--- src/rtl/slot_id_free_list_allocator_macros.svh ---
// Assertion macros for the slot identifier allocator.
// Included by the top level; expects signals clk and rst in scope.
`ifndef SLOT_ID_FREE_LIST_ALLOCATOR_MACROS_SVH
`define SLOT_ID_FREE_LIST_ALLOCATOR_MACROS_SVH

// A condition that must hold at every clock edge out of reset.
`define SIDFL_ALWAYS(label, cond, msg) \
  label: assert property (@(posedge clk) disable iff (rst) (cond)) else $error(msg);

// A condition that must hold in the cycle after the antecedent.
`define SIDFL_IMPLIES_NEXT(label, ante, cons, msg) \
  label: assert property (@(posedge clk) disable iff (rst) (ante) |=> (cons)) else $error(msg);

`endif

--- src/rtl/sidfl_pkg.sv ---
// Package for the slot identifier allocator: sizes, codes and cell control.
// Used by sidfl_cell and slot_id_free_list_allocator; depends on nothing.
package sidfl_pkg;

  localparam int MAX_SLOTS   = 64;
  localparam int ID_W        = $clog2(MAX_SLOTS);
  localparam int COUNT_W     = 7;
  localparam int SLOTS_RESET = 64;

  typedef enum logic [1:0] {
    KIND_CREATE = 2'd0,
    KIND_LOOKUP = 2'd1,
    KIND_REMOVE = 2'd2
  } kind_t;

  typedef enum logic [1:0] {
    ST_OK           = 2'd0,
    ST_EXHAUSTED    = 2'd1,
    ST_SETUP_FAILED = 2'd2,
    ST_ABSENT       = 2'd3
  } status_t;

  typedef enum logic [1:0] {
    STK_HOLD,
    STK_POP,
    STK_PUSH,
    STK_RESTART
  } stk_op_t;

  typedef struct packed {
    stk_op_t         op;
    logic [ID_W-1:0] push_id;
    logic            occ_set;
    logic            occ_clr;
    logic [ID_W-1:0] target;
  } cell_ctrl_t;

endpackage

--- src/rtl/sidfl_cell.sv ---
// One cell of the allocator row: a free-list stack entry and the occupied flag
// of the identifier equal to the cell's index. Depends on sidfl_pkg.
module sidfl_cell (
  input  logic                        clk,
  input  logic                        rst,
  input  sidfl_pkg::cell_ctrl_t       ctrl,
  input  logic [sidfl_pkg::ID_W-1:0]  index,
  input  logic [sidfl_pkg::ID_W-1:0]  above,
  input  logic [sidfl_pkg::ID_W-1:0]  below,
  output logic [sidfl_pkg::ID_W-1:0]  value,
  output logic                        occ
);

  logic hit;

  assign hit = (ctrl.target == index);

  always_ff @(posedge clk) begin
    if (rst || ctrl.op == sidfl_pkg::STK_RESTART) begin
      value <= index;
      occ   <= 1'b0;
    end else begin
      case (ctrl.op)
        sidfl_pkg::STK_POP:  value <= below;
        sidfl_pkg::STK_PUSH: value <= above;
        default:             value <= value;
      endcase
      if (ctrl.occ_set && hit) begin
        occ <= 1'b1;
      end else if (ctrl.occ_clr && hit) begin
        occ <= 1'b0;
      end
    end
  end

endmodule

--- src/rtl/slot_id_free_list_allocator.sv ---
// A result is registered in the cycle after its item is accepted.
// Throughput: one item per cycle while in_stall is low; the free list is a row of
// cells that shifts by one place on each push or pop.
// Reset (synchronous, active high): 64 slots managed, identifiers 0 upward on
// the free list with 0 on top, no identifier occupied, no result pending.
// Top level of the slot identifier allocator; uses sidfl_pkg and sidfl_cell.
module slot_id_free_list_allocator (
  input  logic       clk,
  input  logic       rst,
  input  logic       in_valid,
  output logic       in_stall,
  input  logic [1:0] kind,
  input  logic [7:0] slot_id,
  input  logic       setup_ok,
  output logic       out_valid,
  input  logic       out_stall,
  output logic [5:0] result_id,
  output logic [1:0] status,
  output logic [6:0] active_slots,
  input  logic       cfg_valid,
  output logic       cfg_ready,
  input  logic [6:0] cfg_data
);

  `include "slot_id_free_list_allocator_macros.svh"

  localparam int N  = sidfl_pkg::MAX_SLOTS;
  localparam int IW = sidfl_pkg::ID_W;
  localparam int CW = sidfl_pkg::COUNT_W;

  logic [CW-1:0] slots_in_use, slots_in_use_next;
  logic [CW-1:0] free_depth, free_depth_next;
  logic [CW-1:0] active_total, active_total_next;

  logic [IW-1:0] cell_value [N];
  logic [N-1:0]  occ_vec;

  sidfl_pkg::cell_ctrl_t ctrl;

  logic          accept;
  logic          cfg_write;
  logic [CW-1:0] cfg_clamped;
  logic [IW-1:0] top_id;
  logic [IW-1:0] id_low;
  logic          in_range;
  logic          occ_hit;
  logic [IW-1:0] res_id;
  logic [1:0]    res_status;

  assign cfg_ready = 1'b1;
  assign cfg_write = cfg_valid && cfg_ready;
  assign in_stall  = out_valid && out_stall;
  assign accept    = in_valid && !in_stall;

  assign top_id   = cell_value[0];
  assign id_low   = slot_id[IW-1:0];
  assign in_range = ({1'b0, slot_id} < {2'b00, slots_in_use});
  assign occ_hit  = occ_vec[id_low];

  always_comb begin
    if (cfg_data == 7'd0) begin
      cfg_clamped = 7'd1;
    end else if (cfg_data > CW'(N)) begin
      cfg_clamped = CW'(N);
    end else begin
      cfg_clamped = cfg_data;
    end
  end

  always_comb begin
    ctrl.op           = sidfl_pkg::STK_HOLD;
    ctrl.push_id      = id_low;
    ctrl.occ_set      = 1'b0;
    ctrl.occ_clr      = 1'b0;
    ctrl.target       = id_low;
    slots_in_use_next = slots_in_use;
    free_depth_next   = free_depth;
    active_total_next = active_total;
    res_id            = '0;
    res_status        = sidfl_pkg::ST_ABSENT;
    if (cfg_write) begin
      ctrl.op           = sidfl_pkg::STK_RESTART;
      slots_in_use_next = cfg_clamped;
      free_depth_next   = cfg_clamped;
      active_total_next = '0;
    end else if (accept) begin
      case (kind)
        sidfl_pkg::KIND_CREATE: begin
          if (free_depth == '0) begin
            res_status = sidfl_pkg::ST_EXHAUSTED;
          end else if (!setup_ok) begin
            // Nothing is popped, so the top identifier stays on the free list.
            res_status = sidfl_pkg::ST_SETUP_FAILED;
          end else begin
            ctrl.op           = sidfl_pkg::STK_POP;
            ctrl.occ_set      = 1'b1;
            ctrl.target       = top_id;
            free_depth_next   = free_depth - CW'(1);
            active_total_next = active_total + CW'(1);
            res_id            = top_id;
            res_status        = sidfl_pkg::ST_OK;
          end
        end
        sidfl_pkg::KIND_LOOKUP: begin
          if (in_range && occ_hit) begin
            res_id     = id_low;
            res_status = sidfl_pkg::ST_OK;
          end
        end
        sidfl_pkg::KIND_REMOVE: begin
          if (in_range && occ_hit) begin
            ctrl.occ_clr = 1'b1;
            if (free_depth < CW'(N)) begin
              ctrl.op         = sidfl_pkg::STK_PUSH;
              free_depth_next = free_depth + CW'(1);
            end
            active_total_next = active_total - CW'(1);
            res_id            = id_low;
            res_status        = sidfl_pkg::ST_OK;
          end
        end
        default: begin
          res_status = sidfl_pkg::ST_ABSENT;
        end
      endcase
    end
  end

  for (genvar i = 0; i < N; i++) begin : g_cell
    logic [IW-1:0] above;
    logic [IW-1:0] below;
    if (i == 0) begin : g_first
      assign above = ctrl.push_id;
    end else begin : g_rest
      assign above = cell_value[i-1];
    end
    if (i == N - 1) begin : g_last
      assign below = cell_value[i];
    end else begin : g_inner
      assign below = cell_value[i+1];
    end
    sidfl_cell u_cell (
      .clk   (clk),
      .rst   (rst),
      .ctrl  (ctrl),
      .index (IW'(i)),
      .above (above),
      .below (below),
      .value (cell_value[i]),
      .occ   (occ_vec[i])
    );
  end

  always_ff @(posedge clk) begin
    if (rst) begin
      slots_in_use <= CW'(sidfl_pkg::SLOTS_RESET);
      free_depth   <= CW'(sidfl_pkg::SLOTS_RESET);
      active_total <= '0;
      out_valid    <= 1'b0;
    end else begin
      slots_in_use <= slots_in_use_next;
      free_depth   <= free_depth_next;
      active_total <= active_total_next;
      if (accept) begin
        out_valid <= 1'b1;
      end else if (!out_stall) begin
        out_valid <= 1'b0;
      end
    end
  end

  always_ff @(posedge clk) begin
    if (accept) begin
      result_id    <= res_id;
      status       <= res_status;
      active_slots <= active_total_next;
    end
  end

  `SIDFL_ALWAYS(a_depth_plus_active, ({1'b0, free_depth} + {1'b0, active_total}) == {1'b0, slots_in_use}, "free list depth and active count do not add up to the slot count")
  `SIDFL_ALWAYS(a_occupied_count, $countones(occ_vec) == int'(active_total), "occupied table does not match the active count")
  `SIDFL_IMPLIES_NEXT(a_accept_gives_result, accept, out_valid, "accepted item produced no result")

endmodule

--- config.mk ---
export PLATFORM = sky130hd
export DESIGN_NAME = slot_id_free_list_allocator
export DESIGN_NICKNAME = d
export VERILOG_FILES = /design/src/rtl/sidfl_pkg.sv /design/src/rtl/sidfl_cell.sv /design/src/rtl/slot_id_free_list_allocator.sv
export VERILOG_INCLUDE_DIRS = /design/src /design/src/rtl
export SDC_FILE = /design/constraint.sdc
export NUM_CORES = 1
export LEC_CHECK = 0
export BUFFER_PORTS_ARGS = -buffer_cell sky130_fd_sc_hd__buf_2
export CAP_MARGIN = 40
export CORE_MARGIN = 1
export CORE_UTILIZATION = 50
export DETAILED_ROUTE_END_ITERATION = 12
export PLACE_DENSITY = 0.73
export SETUP_SLACK_MARGIN = 0.05
export SLEW_MARGIN = 20
export SYNTH_ARGS = -nofsm -noshare
export SYNTH_HDL_FRONTEND = slang
export SYNTH_SLANG_ARGS = --single-unit
--- constraint.sdc ---
create_clock -name clk -period 4.86 [get_ports clk]
set_input_delay 0.972 -clock clk [delete_from_list [all_inputs] [get_ports clk]]
set_output_delay 0.972 -clock clk [all_outputs]
set_load 0.01 [all_outputs]
Word level (Yosys, flattened, before mapping)
Index checks and enable logic that the tools add are counted.
- memories kept: 0
- flip-flop bits (word level): 485
- bits in read-only memories: 0
- bits in writable memories: 0
- input bits: 23
- bits in latches: 0
- logic and storage cells: 657
- output and inout port bits: 18
- equality and inequality tests: 73
- div/mod/pow operators: 0
- shift-type cells: 0
- reduce and logical (&&, ||, !) cells: 206
- mux-type cells: 235
- add/subtract/negate cells: 4
- bitwise operators: 0
- multiply operators: 0
- order comparisons: 4
- operators by type and width (kind ; number):
    one-hot mux 6 bit (2 select lines) ; 64
    == test 6 bit (second input constant) ; 32
    2-to-1 mux 1 bit ; 138
    nonzero test 2 bit ; 66
    logical AND 1 bit ; 131
    == test 6 x 5 -> 1 bit (second input constant) ; 16
    2-to-1 mux 7 bit ; 13
    == test 6 x 4 -> 1 bit (second input constant) ; 8
    2-to-1 mux 6 bit ; 6
    one-hot mux 7 bit (2 select lines) ; 2
    == test 6 x 3 -> 1 bit (second input constant) ; 4
    2-to-1 mux 8 bit ; 2
    adder 7 x 1 -> 7 bit (second input constant) ; 2
    logical NOT 7 bit ; 2
    2-to-1 mux 2 bit ; 7
    subtractor 7 x 1 -> 7 bit (second input constant) ; 2
    == test 6 x 2 -> 1 bit (second input constant) ; 2
    inequality test 3 bit (second input constant) ; 4
    < comparator 8 x 7 -> 1 bit ; 1
    one-hot mux 2 bit (2 select lines) ; 2
    > comparator 7 bit (second input constant) ; 1
    < comparator 6 x 7 -> 1 bit (second input constant) ; 1
    < comparator 7 bit (second input constant) ; 1
    binary-select mux 1 bit (select 6 bit) ; 1
    11 further kinds ; 14

Longest topological paths before layout
- word-level depth: 11
- depth in mapped cells: 18

By module
Synthesis repeated with hierarchy kept, for this count alone.
- cell total of the unflattened synthesis: 3444
- area, all modules: 34729.6 um^2
- modules (own cells, without submodules) (module ; area each (um^2) ; seq. area each (um^2) ; instances ; cells each):
    sidfl_cell ; 493.0 ; 200.2 ; 64 ; 48
    slot_id_free_list_allocator ; 3179.3 ; 890.9 ; 1 ; 372

Worst setup path after synthesis
No wires, ideal clock.
- path type: input port to flip-flop
- from: input slot_id[0]
- to: register g_cell[0].u_cell.value[0] (netlist name)
- path slack: 184 ps
- required time: 4774 ps
- arrival time: 4590 ps
- stages on the path: 16
- cell sequence: buf_2 buf_2 mux4_2 a21boi_1 a2111o_2 o2111ai_2 or2_4 o21bai_1 ha_1 clkbuf_1 clkbuf_1 clkbuf_1 clkbuf_1 clkbuf_1 nor2_1 a211oi_1
- cells in the longest elaborated chain, start to end: 9
- RTL lines (element ; line ; text):
    start, declared ; slot_id_free_list_allocator.sv:13 ; input logic [7:0] slot_id,
    binary-select mux 1 bit (select 6 bit) ; slot_id_free_list_allocator.sv:58 ; assign occ_hit = occ_vec[id_low];
    2-to-1 mux 1 bit (not written as such) ; slot_id_free_list_allocator.sv:58 ;
    logical AND 1 bit ; slot_id_free_list_allocator.sv:111 ; if (in_range && occ_hit) begin
    2-to-1 mux 2 bit ; slot_id_free_list_allocator.sv:111 ;
    one-hot mux 2 bit (2 select lines) ; slot_id_free_list_allocator.sv:87 ; case (kind)
    2-to-1 mux 2 bit ; slot_id_free_list_allocator.sv:86 ; end else if (accept) begin
    2-to-1 mux 2 bit ; slot_id_free_list_allocator.sv:81 ; if (cfg_write) begin
    == test 2 bit (tied with other cells) ; sidfl_cell.sv:23 ; case (ctrl.op)
    one-hot mux 6 bit (2 select lines) (tied with other cells) ; sidfl_cell.sv:23 ;
    end signal, assigned ; sidfl_cell.sv:24 ; sidfl_pkg::STK_POP: value <= below;
    end signal, assigned ; sidfl_cell.sv:25 ; sidfl_pkg::STK_PUSH: value <= above;
    end signal, assigned ; sidfl_cell.sv:26 ; default: value <= value;
    end, declared ; sidfl_cell.sv:10 ; output logic [sidfl_pkg::ID_W-1:0] value,
Several ways; a longest one is shown, not always the timed one. The select of a mux whose other input is x is not followed.
A chain may end at the register's enable or synchronous reset.

Worst setup path in the final report
- from: input slot_id[1]
- to: register g_cell[17].u_cell.value[0] (netlist name)
- cells in the longest elaborated chain, start to end: 9
- RTL lines (element ; line):
    binary-select mux 1 bit (select 6 bit) ; slot_id_free_list_allocator.sv:58
    2-to-1 mux 1 bit (not written as such) ; slot_id_free_list_allocator.sv:58
    logical AND 1 bit (*) ; slot_id_free_list_allocator.sv:111
    2-to-1 mux 2 bit (*) ; slot_id_free_list_allocator.sv:111
    one-hot mux 2 bit (2 select lines) (*) ; slot_id_free_list_allocator.sv:87
    2-to-1 mux 2 bit (*) ; slot_id_free_list_allocator.sv:86
    2-to-1 mux 2 bit (*) ; slot_id_free_list_allocator.sv:81
    == test 2 bit (tied with other cells) ; sidfl_cell.sv:23
    one-hot mux 6 bit (2 select lines) (tied with other cells) ; sidfl_cell.sv:23
    end signal, assigned ; sidfl_cell.sv:24
    end signal, assigned ; sidfl_cell.sv:25
    end signal, assigned ; sidfl_cell.sv:26
    end, declared ; sidfl_cell.sv:10
Mark *: on every way between the ends. The rest lies on a longest branch, timed or not. The select of a mux whose other input is x is not followed.

==> flow_summary.ini <==
[critical_path]
critical_path_class = in -> reg
r2r_start = g_cell[4].u_cell.occ
r2r_setup_slack_ns = 1.36
crit_arrival_ns = 4.55
cp-end-kind = register
timing.critical_path.required_ns = 5.32
timing.rr.end = g_cell[17].u_cell.value[0]
cp_max_fo = 33
r2r.worst_path.cells = 14
start_kind = input pin

[placement]
pre_cts_ws_ns = 0.2788
io_buffers = 39
dpl.hpwl_um = 28780
placement.cell_area_sq_um = 23560
gp_congestion = 0.8833

[clocking]
cts_max_level = 2
clk_path_buf_depth = 3
cts_tree = built
cts_sinks = 485
clkTransAtPathRegs_ns = 0.06
post_cts_buffers = 0
cts_made_buffers = 50
cts_hold_buf = 0
cts_root_buffer = clkbuf_16
cts_resized = 0
clk_latency_ns = 0.60

[die]
rows = 77
chipHeight_um = 215.3
io-pin-count = 41
die_area_sq_um = 46350
core_area_sq_um = 44510
die_x_um = 215.3
initial_core_util_pct = 51.10

[synthesis]
seq_area_frac_synth_pct = 43.35
synth.distinct_cells = 65
synthesis.area_sq_um = 22740
synth_flop_cell = dfxtp_1
yosysMostFrequentCell = dfxtp_1
syn_inst = 2592
async_flop_share_pct = 0
yosysWarnings = 0
synth_edf_count = 15
syn_avg_cell_area_sq_um = 8.775
ys_seq_elements = 485
synth_top_area_share_pct = 41.37
synth.area.top_cells = dfxtp_1, mux2i_1, nand2_1
synth.top_cells.by_count = dfxtp_1, nand2_1, mux2i_1, nor2_1, o21ai_0
yosysTopAreaCell = dfxtp_1
syn_nets = 2635

[route]
vias = 18020
wl_per_cell_um = 15.14
drt-initial-drc-count = 1312
drt_wl_total_um = 47670
post-route-drc-count = 0
viasPerCell = 5.724
ant_nets = 0
first_pass_iters = 5

[power]
comb_power_share_pct = 12.7
switchingPower_mw = 2.533
p_int_mw = 7.214
powerDensity_nw_per_um2 = 384.6
power.leakage_nw = 9.249
irDropWorstVdd_mv = 0.2769
clkPwrFrac_pct = 42.0
p_sw_share_pct = 25.99
p_seq_share_pct = 45.3

[global_route]
overflow = 0
grtUsageTotal_pct = 20.44
grt_max_degree = 110
grt_pass1_vias = 17090
grt_pass1_wl_um = 82300
antenna_found_initial = 0

[sta]
hold_viol = 0
slew-limit-headroom_pct = 52.17
grt_setup_unrepaired = false
drv_slew = 0
setup_violations = 0
worst_slew_pin_slew_ns = 0.7127
tns_ns = 0
fmax_mhz = 244.2
period_needed_ns = 4.095
fin_crit_sh_pct = 84.27
holdWs_ns = 0.4747
clock_skew_ns = 0.02887
final.setup.worst_slack_ns = 0.7647

[finish]
final_nets = 2559
n_fill_cell = 3871
syn2layout_area_growth_pct = 11.43
drive_gt1_share_pct = 8.490
n_antenna_cell = 0
final_cell_area_sq_um = 25340

[hold_path]
hold_path.startpoint = slots_in_use[1]
hold_end = slots_in_use[1]
hold_depth = 2
worstHoldPathType = reg -> reg

[flow_run]
max_cap_violations = 0

[status]
status = complete, no violations
==> worst max-delay path, stage by stage <==
cell,delay [ns]
buf_2,0.41
buf_4,0.23
mux4_2,0.18
mux2i_1,0.10
o311ai_1,0.60
o2111ai_2,0.25
or2_4,0.31
o21bai_1,0.13
buf_4,0.18
ha_4,0.22
buf_12,0.20
buf_12,0.25
mux2i_1,0.23
nand2_1,0.06
o21ai_0,0.08
nand2_1,0.07
==> worst max-delay path by stage <==
stage          cells after the start  startpoint                    endpoint  slack, ns
3_3_place_gp                      16  slot_id[1]  g_cell[31].u_cell.value[2]       0.31
5_1_grt                           16  slot_id[1]  g_cell[25].u_cell.value[3]       0.55
6_report                          16  slot_id[1]  g_cell[17].u_cell.value[0]       0.76
2_1_floorplan                     16  slot_id[0]   g_cell[0].u_cell.value[0]       0.18
4_1_cts                           16  slot_id[1]  g_cell[25].u_cell.value[3]       0.85
3_5_place_dp                      16  slot_id[1]  g_cell[25].u_cell.value[3]       0.28
==> cells in the final DEF (no fill, tap or decap), drive strengths merged, types with 9 or more instances in the layout <==
master    n
o21ai   264
dfxtp   470
mux4     10
ha       19
nand2   421
nor2    303
nor3      9
clkbuf   73
a21oi    26
clkinv   11
mux2i   410
inv      24
edfxtp   15
a211oi  195
buf      99
mux2     10
nand2b   20
a41oi    64
==> logic make-up after synthesis <==
logic type	after synthesis	synth area share [%]
multiplexers	430	19.56
adder cells (fa/ha/maj)	20	1.133
flip-flops	485	43.35
XOR/XNOR	5	0.1925
AO/OA/AOI/OAI	600	17.09
other	1	0.01649
AND/OR/NAND/NOR	802	14.20
buffers and inverters	249	4.456
==> state kept, by name, summed over array words and instances, names as in the netlist <==
signal	flops
g_cell.u_cell.occ	64
active_slots	7
slots_in_use	7
out_valid	1
result_id	6
g_cell.u_cell.value	384
free_depth	7
active_total	7
status	2
==> area by class of cell <==
| class | instances | area [sq um] | area share, % |
|---|---|---|---|
| clock buffers | 73 | 1511 | 5.964 |
| clock inverters | 19 | 267.8 | 1.057 |
| inverters | 22 | 82.58 | 0.3258 |
| multi-input cells | 1858 | 11930 | 47.06 |
| flip-flops and latches | 485 | 9859 | 38.90 |
| well taps | 592 | 740.7 | 2.923 |
| repair buffers | 99 | 953.4 | 3.762 |
==> layer usage <==
metal	GRT usage (%)	share of wire, %
met4	5.437	1.7
met1	27.54	47
met5	0	0
met3	3.737	5.2
met2	33.52	46
==> per-stage QoR <==
step,cells,util [%],total power [mW]
CTS,3148,56.94,9.826
finish,3148,56.94,9.748
global route,3148,56.94,10.17
global placement,3055,52.91,5.667
detailed placement,3056,52.94,5.725
floorplan,2592,-,5.411
==> power groups by stage <==
stage	registers, mW	logic [mW]	clock network (mW)
4_1_cts	4.41	1.24	4.18
5_1_grt	4.45	1.39	4.34
3_3_place_gp	4.49	1.18	0
2_1_floorplan	4.44	0.970	0
6_report	4.41	1.24	4.10
3_5_place_dp	4.50	1.23	0
Note: power is estimated with default switching activity, not from simulation.
